===== src/rtl/capability_handle_table_assert.svh =====
// assertion macros used by the rtl of the handle table
`ifndef CAPABILITY_HANDLE_TABLE_ASSERT_SVH
`define CAPABILITY_HANDLE_TABLE_ASSERT_SVH

`ifndef SYNTH
// property holds on every clock edge out of reset
`define CHT_ASSERT(lbl, prop, msg) \
    lbl: assert property (@(posedge clk) disable iff (!rst_n) (prop)) else $error(msg);
// trigger implies consequence in the next cycle
`define CHT_ASSERT_NEXT(lbl, trig, cons, msg) \
    lbl: assert property (@(posedge clk) disable iff (!rst_n) (trig) |=> (cons)) else $error(msg);
`else
`define CHT_ASSERT(lbl, prop, msg)
`define CHT_ASSERT_NEXT(lbl, trig, cons, msg)
`endif

`endif


===== src/rtl/cht_ram.sv =====
module cht_ram #(
    parameter int WIDTH = 8,
    parameter int DEPTH = 16,
    parameter int AW    = (DEPTH > 1) ? $clog2(DEPTH) : 1
) (
    input  logic             clk,
    input  logic             we,
    input  logic [AW-1:0]    waddr,
    input  logic [WIDTH-1:0] wdata,
    input  logic [AW-1:0]    raddr,
    output logic [WIDTH-1:0] rdata
);
    logic [WIDTH-1:0] mem [DEPTH];

    // one write port, registered read port
    always_ff @(posedge clk)
    begin
        if (we)
        begin
            mem[waddr] <= wdata;
        end
        rdata <= mem[raddr];
    end
endmodule


===== config.mk =====
export PLATFORM = sky130hd
export DESIGN_NAME = cht_ram
export DESIGN_NICKNAME = d
export VERILOG_FILES = /design/src/rtl/capability_handle_table_assert.svh /design/src/rtl/cht_ram.sv
export SDC_FILE = /design/constraint.sdc
export NUM_CORES = 1
export LEC_CHECK = 0
export BUFFER_PORTS_ARGS = -buffer_cell sky130_fd_sc_hd__buf_2
export CAP_MARGIN = 20
export CORE_UTILIZATION = 60
export DETAILED_ROUTE_END_ITERATION = 8
export GPL_TIMING_DRIVEN = 1
export PLACE_DENSITY = 0.89
export SYNTH_ARGS = -nofsm -noshare
export SYNTH_HDL_FRONTEND = slang
export SYNTH_SLANG_ARGS = --single-unit

===== constraint.sdc =====
create_clock -name clk -period 2.18 [get_ports clk]
set_input_delay 0.218 -clock clk [delete_from_list [all_inputs] [get_ports clk]]
set_output_delay 0.218 -clock clk [all_outputs]
set_load 0.03 [all_outputs]

==> impl_metrics.toml <==
[cts]
htreeDepth = 4
clk_latency_ps = 520
hold_buffers = 0
post_cts_buffers = 0
clock_path_buffers = 2
clkTransAtPathRegs_ps = 60
cts_sinks = 136
cts_buffers = 17
clk_root_buffer_cell = "clkbuf_8"
ctsResizeCount = 0
cts_tree = "yes"

[grt]
antenna_found_initial = 0
grt_pass1_wl_um = 14700
grt-ovfl-total = 0
grt_util_all_layers_pct = 25.2
grt_max_degree = 33
grt_pass1_vias = 2530

[run]
maxCapViolCount = 0

[floorplan]
core_area_um2 = 8260
start_util_pct = 62.3
rows = 33
die_area_um2 = 8950
fp.dieW_um = 94.6
dieHeight_um = 94.6
io_pins = 26

[drt]
viasPerCell = 6.42
post-route-drc-count = 0
ant_nets = 0
vias = 2563
drtIter0Drc = 230
wl_per_cell_um = 24.8
drt_wl_total_um = 9910
first_pass_iters = 4

[final_layout]
diodes = 0
drive_gt1_share_pct = 30.3
area_growth_pct = 17.4
fin_nets = 299
final_cell_area_um2 = 6040
final_cells = 399
nFillCells = 447

[min_path]
worstHoldPathType = "input port to flip-flop"
min-delay-start = "wdata[5]"

[pwr]
ir_drop_uv = 658
p_per_area_nw_per_um2 = 989
static-leakage-power_uw = 0.00207

[synth]
syn_avg_cell_area_um2 = 22.5
synth_top_area_cell = "edfxtp_1"
synthXorXnorAreaFrac_pct = 0
synth_fa_ha_area_share_pct = 0
yosysSeqAreaShare_pct = 77.8
syn_inst = 229
synthSimpleGateAreaFrac_pct = 3.18
syn-num-nets = 247
netlist_top_cells_area = "edfxtp_1 75%, mux4_2 7.9%, mux4_1 7.1%"
ys_warn_count = 0
muxShareOfSynthArea_pct = 15.0
synth.distinct_cells = 19
syn_area_um2 = 5150
synth_top_area_share_pct = 74.7
yosys_register_bits = 136
synth_top_family_by_area = "multiplexers"
synth_compound_gate_area_share_pct = 2.33

[timing]
finalSetupViolations = 0
max_freq_ghz = 0.670
fin_crit_sh_pct = 68.5
rsz0062_at_grt = "false"
setup-tns-final_ps = 0
hold_viol_final = 0
timing.final.max_slew_violations = 0
period_needed_ps = 1490
whs_ps = 82.8
clock_skew_ps = 7.50
max-slew-margin-rel_pct = 44.3
tightest_slew_ps = 834

[worst_setup_path]
r2r_start = "mem[2][3]$_DFFE_PP_"
crit_path_end_kind = "flip-flop"
critPathKind = "flip-flop to flip-flop"
startpoint_type = "flip-flop"
crit_start = "mem[2][3]$_DFFE_PP_"
cp_max_fo = 1
rrSetupSlack_ps = 690
arrival_ps = 1880
critPathRequiredTime_ps = 2570

[placement]
place_area_um2 = 5480
io_buffers = 25
dp_hpwl_um = 5770
dp_cells = 367
place_congestion = 0.756

[outcome]
status = "finished clean"
==> final cells by class <==
type | count | area (um^2) | area share (%)
flip-flops and latches | 136 | 4000 | 66.3
multi-input cells | 83 | 1060 | 17.5
clock buffers | 22 | 433 | 7.17
repair buffers | 43 | 285 | 4.72
well taps | 105 | 131 | 2.17
clock inverters | 10 | 130 | 2.15
==> metal layers <==
metal	part of all wire [%]	routed length [um]	global-route usage, %	vias to the layer above
met1	40	4000	34.3	1302
li1	-	-	-	1077
met5	0	0	0	-
met4	3.5	350	13.4	0
met2	48	4770	37.2	155
met3	7.9	784	7.73	29
==> cells in the final DEF, fill, tap and decap left out, drive strengths merged <==
master / instances
edfxtp: 128
dfxtp: 8
bufinv: 3
nor3: 4
mux4: 32
nand3b: 2
or3b: 1
nand2b: 2
and2b: 1
and2: 1
nand2: 9
clkbuf: 22
clkinv: 5
clkinvlp: 2
buf: 43
nor2: 13
a22oi: 16
nand3: 1
nor2b: 1
==> cell usage after synthesis <==
master / number
buf_4: 1
and2_1: 1
and2b_1: 1
nor3_1: 4
nor2b_1: 1
mux4_2: 18
mux4_1: 14
nand2_1: 9
dfxtp_1: 8
nand3_1: 1
edfxtp_1: 128
a22oi_1: 16
buf_2: 3
nand3b_1: 2
nor2_1: 13
buf_6: 3
nand2b_1: 2
clkdlybuf4s25_2: 3
or3b_2: 1
==> flip-flops by register name, summed over array words and instances, names as in the netlist <==
register	flops
mem	128
rdata	8
==> worst max-delay path, stage by stage, from the launching register on <==
cell and delay [ps]:
edfxtp_1 380, mux4_1 520, a22oi_1 350, nand2_1 120
==> final timing paths <==
| check | endpoint | cells after the start |
|---|---|---|
| setup / recovery | rdata[3]$_DFF_P_ | 3 |
| hold / removal | mem[13][5]$_DFFE_PP_ | 1 |
| setup reg to reg | rdata[3]$_DFF_P_ | 3 |
| hold reg to reg | rdata[1]$_DFF_P_ | 3 |
==> per-stage QoR <==
step	setup slack [ps]	total power (uW)	util [%]
3_5_place_dp	373	3290	66.3
4_1_cts	615	6000	73.2
5_1_grt	573	6140	73.2
3_3_place_gp	485	3280	66.3
2_1_floorplan	469	3170	-
6_report	688	5970	73.2
==> where the power goes <==
part,total [uW],internal (uW),switching [uW]
logic,299,117,183
clock network,2730,1730,1000
registers,2940,2920,19.2
==> cell families after synthesis <==
group	after synthesis
flops	136
simple gates	35
mux	32
compound gates	16
buf+inv	10
No activity file was read; power rests on OpenSTA's default activity.
