### config.mk
export PLATFORM = sky130hd
export DESIGN_NAME = cht_alu
export DESIGN_NICKNAME = d
export VERILOG_FILES = /design/src/rtl/capability_handle_table_assert.svh /design/src/rtl/cht_pkg.sv /design/src/rtl/cht_alu.sv
export SDC_FILE = /design/constraint.sdc
export NUM_CORES = 1
export LEC_CHECK = 0
export BUFFER_PORTS_ARGS = -buffer_cell sky130_fd_sc_hd__buf_4
export CAP_MARGIN = 5
export CORE_MARGIN = 1
export CORE_UTILIZATION = 45
export DETAILED_ROUTE_END_ITERATION = 10
export GPL_TIMING_DRIVEN = 0
export PLACE_DENSITY = 0.71
export SLEW_MARGIN = 20
export SYNTH_ARGS = -nofsm -noshare
export SYNTH_HDL_FRONTEND = slang
export SYNTH_SLANG_ARGS = --single-unit
### constraint.sdc
create_clock -name vclk -period 8.6
set_clock_uncertainty 0.1 [all_clocks]
set_input_delay 0.43 -clock vclk [all_inputs]
set_output_delay 0.43 -clock vclk [all_outputs]
set_load 0.1 [all_outputs]
### src/rtl/capability_handle_table_assert.svh
// assertion macros used by the rtl of the handle table
`ifndef CAPABILITY_HANDLE_TABLE_ASSERT_SVH
`define CAPABILITY_HANDLE_TABLE_ASSERT_SVH

`ifndef SYNTH
// property holds on every clock edge out of reset
`define CHT_ASSERT(lbl, prop, msg) \
    lbl: assert property (@(posedge clk) disable iff (!rst_n) (prop)) else $error(msg);
// trigger implies consequence in the next cycle
`define CHT_ASSERT_NEXT(lbl, trig, cons, msg) \
    lbl: assert property (@(posedge clk) disable iff (!rst_n) (trig) |=> (cons)) else $error(msg);
`else
`define CHT_ASSERT(lbl, prop, msg)
`define CHT_ASSERT_NEXT(lbl, trig, cons, msg)
`endif

`endif

### src/rtl/cht_pkg.sv
package cht_pkg;

    typedef enum logic [3:0] {
        OP_CREATE    = 4'd0,
        OP_RETAIN    = 4'd1,
        OP_RELEASE   = 4'd2,
        OP_OPEN      = 4'd3,
        OP_GET       = 4'd4,
        OP_CLOSE     = 4'd5,
        OP_DUPLICATE = 4'd6,
        OP_REVOKE    = 4'd7,
        OP_CLOSE_ALL = 4'd8
    } op_t;

    localparam logic [2:0] ST_OK        = 3'd0;
    localparam logic [2:0] ST_BAD_TASK  = 3'd1;
    localparam logic [2:0] ST_BAD_ARG   = 3'd2;
    localparam logic [2:0] ST_FULL      = 3'd3;
    localparam logic [2:0] ST_BAD_HND   = 3'd4;
    localparam logic [2:0] ST_DENIED    = 3'd5;
    localparam logic [2:0] ST_TYPE      = 3'd6;
    localparam logic [2:0] ST_INACTIVE  = 3'd7;

    localparam logic [31:0] REFS_MAX = 32'hFFFF_FFFF;

    typedef enum logic [1:0] {
        ALU_INC = 2'd0,
        ALU_DEC = 2'd1,
        ALU_GEN = 2'd2
    } alu_op_t;

    typedef struct packed {
        logic        y_zero;
        logic        a_zero;
        logic        a_max;
    } alu_flags_t;

    typedef struct packed {
        logic        active;
        logic [3:0]  otype;
        logic [31:0] refs;
        logic [63:0] value;
    } obj_entry_t;

    localparam int OBJ_W = $bits(obj_entry_t);

endpackage

### src/rtl/cht_alu.sv
module cht_alu
    import cht_pkg::*;
(
    input  alu_op_t     op,
    input  logic [31:0] a,
    output logic [31:0] y,
    output alu_flags_t  flags
);
    logic [23:0] gen_inc;

    // increment, decrement, or generation bump that skips zero
    always_comb
    begin
        gen_inc = a[23:0] + 24'd1;
        case (op)
            ALU_INC: y = a + 32'd1;
            ALU_DEC: y = a - 32'd1;
            ALU_GEN: y = (gen_inc == 24'd0) ? 32'd1 : {8'd0, gen_inc};
            default: y = a;
        endcase
        flags.y_zero = (y == 32'd0);
        flags.a_zero = (a == 32'd0);
        flags.a_max  = (a == REFS_MAX);
    end
endmodule
==> results_dict.tcl <==
set metrics [dict create \
    synth_top_cell_area_share_pct 5.91 \
    hold_start "a[11]" \
    cp.required_ns 8.07 \
    place.gp.congestion 0.986 \
    critPathMostFrequentCell "buf_2" \
    timing.fmax_ghz 0.141 \
    slew_headroom_pct 35.5 \
    holdWs_ns 1.21 \
    cts_setup_buffers 0 \
    ir_drop_mv 0.0813 \
    avgSynthCellArea_sq_um 6.51 \
    die-area_sq_um 7310 \
    path_class "in -> out" \
    fin_tns_setup_ns 0 \
    drive_gt1_share_pct 20.1 \
    outcome "completed" \
    cpPeakStageDelay_ns 0.68 \
    n_antenna_cell 0 \
    fin_crit_ns 7.08 \
    die_y_um 85.5 \
    min_path_cells 3 \
    wl_met1_um 5990 \
    hold_violations 0 \
    coreArea_sq_um 6760 \
    p_leak_nw 1.30 \
    num_rows 30 \
    track_usage_pct 37.2 \
    cts_hold_buffers 0 \
    synth.distinct_cells 81 \
    grt_antenna_before_repair 0 \
    initial_utilization_pct 46.4 \
    drv_slew 0 \
    drtPass1Iterations 6 \
    min_period_over_period_pct 82.3 \
    tightest_slew_ns 0.959 \
    ys_seq_area_share_pct 0 \
    drv_cap 0 \
    overflow 0 \
    io_buffer_count 59 \
    dr_wl_met3_um 1820 \
    netlist.top_cell.by_area "nor3_1" \
    area_delta_synth_final_pct 17.3 \
    final-setup-viol-count 0 \
    synthTopCellsByArea "nor3_1 5.9%, nand2_1 4.7%, xnor2_1 4.2%" \
    rsz0062_at_grt "false" \
    drc 0 \
    final_net_count 582 \
    cellPowerDensity_nw_per_um2 74.9 \
    min_to "y[11]" \
    wl_met2_um 5640 \
    dp_hpwl_um 11000 \
    hp-class "in -> out" \
    cp_max_fo 11 \
    arrival_ns 6.55 \
    grt_pass1_wl_um 21300 \
    crit_chain "buf_2, nand2b_1, buf_2, inv_2, buf_2, buf_2, buf_1, xnor2_1, ha_1, buf_2, o32ai_1, xor2_1, or4_1, a211oi_2, or4b_1, nor4_1, or4b_4, nor4b_4, buf_4" \
    fillerInstances 706 \
    synth_area_sq_um 3140 \
    dr.max_layer_used "met4" \
    finalPower_w 0.000275 \
    grt_pass1_vias 3825 \
    die_w_um 85.5 \
    post_cts_resized 0 \
    n_sequential_cell 0 \
    synth_nets 521 \
    grt_max_degree 12 \
    critPathTopFamily "simple AND/OR/NAND/NOR gates" \
    routed_via_density 7.27 \
    end_kind "output port" \
    cp_slowest_cell "nor4_1" \
    first_iter_violations 524 \
    nClkBuffers 0 \
    pin_count 69 \
    final_util_pct 54.4 \
    ant_nets 0 \
    yosys-top-cells-count "39 x nand2_1, 37 x nor3_1, 34 x nor2_1, 24 x clkbuf_1, 23 x o21ai_0" \
    crit_path_start_kind "primary input" \
    wirelength_um 13900 \
    setup_ws_ns 1.52 \
    vias 4517 \
    ff_latch_area_sq_um 0 \
    path_depth 19 \
    yosys_warnings 0 \
    synth.most_common_cell "nand2_1" \
    post-place-ws_ns 1.74 \
    crit_buf_inv 8 \
    synthCells 482 \
    post_drt_wl_per_cell_um 22.4 \
]
==> tightest hold or removal path, stage by stage <==
cell	delay, ns
buf_6	0.12
xor2_1	0.09
buf_4	0.23
==> logic make-up (layout without fill, tap and decap cells) <==
family	count (synthesis)	after routing	share of synthesized area [%]
and+or+nand+nor	246	246	46.8
AOI/OAI and AO/OA	128	128	30.7
buffers and inverters	63	122	8.74
xor gates and xnor gates	29	29	8.10
muxes	11	11	3.63
adders and majority gates	5	5	2.00
==> metal layers <==
layer | global-route usage (%) | up-vias
met3 | 5.74 | 43
met5 | 0 | -
li1 | - | 2010
met1 | 56.1 | 2095
met4 | 12.1 | 0
met2 | 52.9 | 369
==> final cells by class <==
cell class,instances,area [sq um],share of cell area [%]
buffer,50,225,6.12
inverter,13,48.8,1.33
multi-input combinational,419,2860,77.8
tap,80,100,2.72
timing repair buffer,59,443,12.0
==> report_power, final <==
part / internal (W) / switching (W)
Combinational: 0.0000683 / 0.000207
Clock: 0 / 0
Sequential: 0 / 0
==> per-stage QoR <==
stage,std cells,area (sq um)
after floorplan,482,3140
after detailed placement,621,3680
after global placement,621,3680
after CTS,621,3680
after global routing,621,3680
final,621,3680
==> worst max path at each step <==
| stage | start | end |
|---|---|---|
| 2_1_floorplan | op[1] | flags[2] |
| 3_3_place_gp | op[1] | flags[2] |
| 3_5_place_dp | op[1] | flags[2] |
| 4_1_cts | op[1] | flags[2] |
| 5_1_grt | op[1] | flags[2] |
| 6_report | op[1] | flags[2] |
==> cells in the final DEF, fill, tap and decap left out, drive strengths merged, types with 4 or more instances in the layout <==
cell type  synthesis  routed
nor4              20      20
and3               8       8
a211o              6       6
nor2              34      34
o31ai              5       5
nand4             16      16
buf               26      85
xnor2             15      15
o22ai              4       4
ha                 5       5
a21oi             14      14
nand3             20      20
nand2b             4       4
a211oi             8       8
inv               13      13
clkbuf            24      24
o21a               4       4
o21ai             26      26
or4b              10      10
nand2             39      39
and4               8       8
or3               11      11
xor2              14      14
mux2i              8       8
o2111ai            4       4
nor4b              4       4
o211ai             9       9
o31a               4       4
and2               6       6
or4               12      12
nor3              39      39
a31oi              7       7
or2                5       5
No activity file was read; power rests on OpenSTA's default activity.
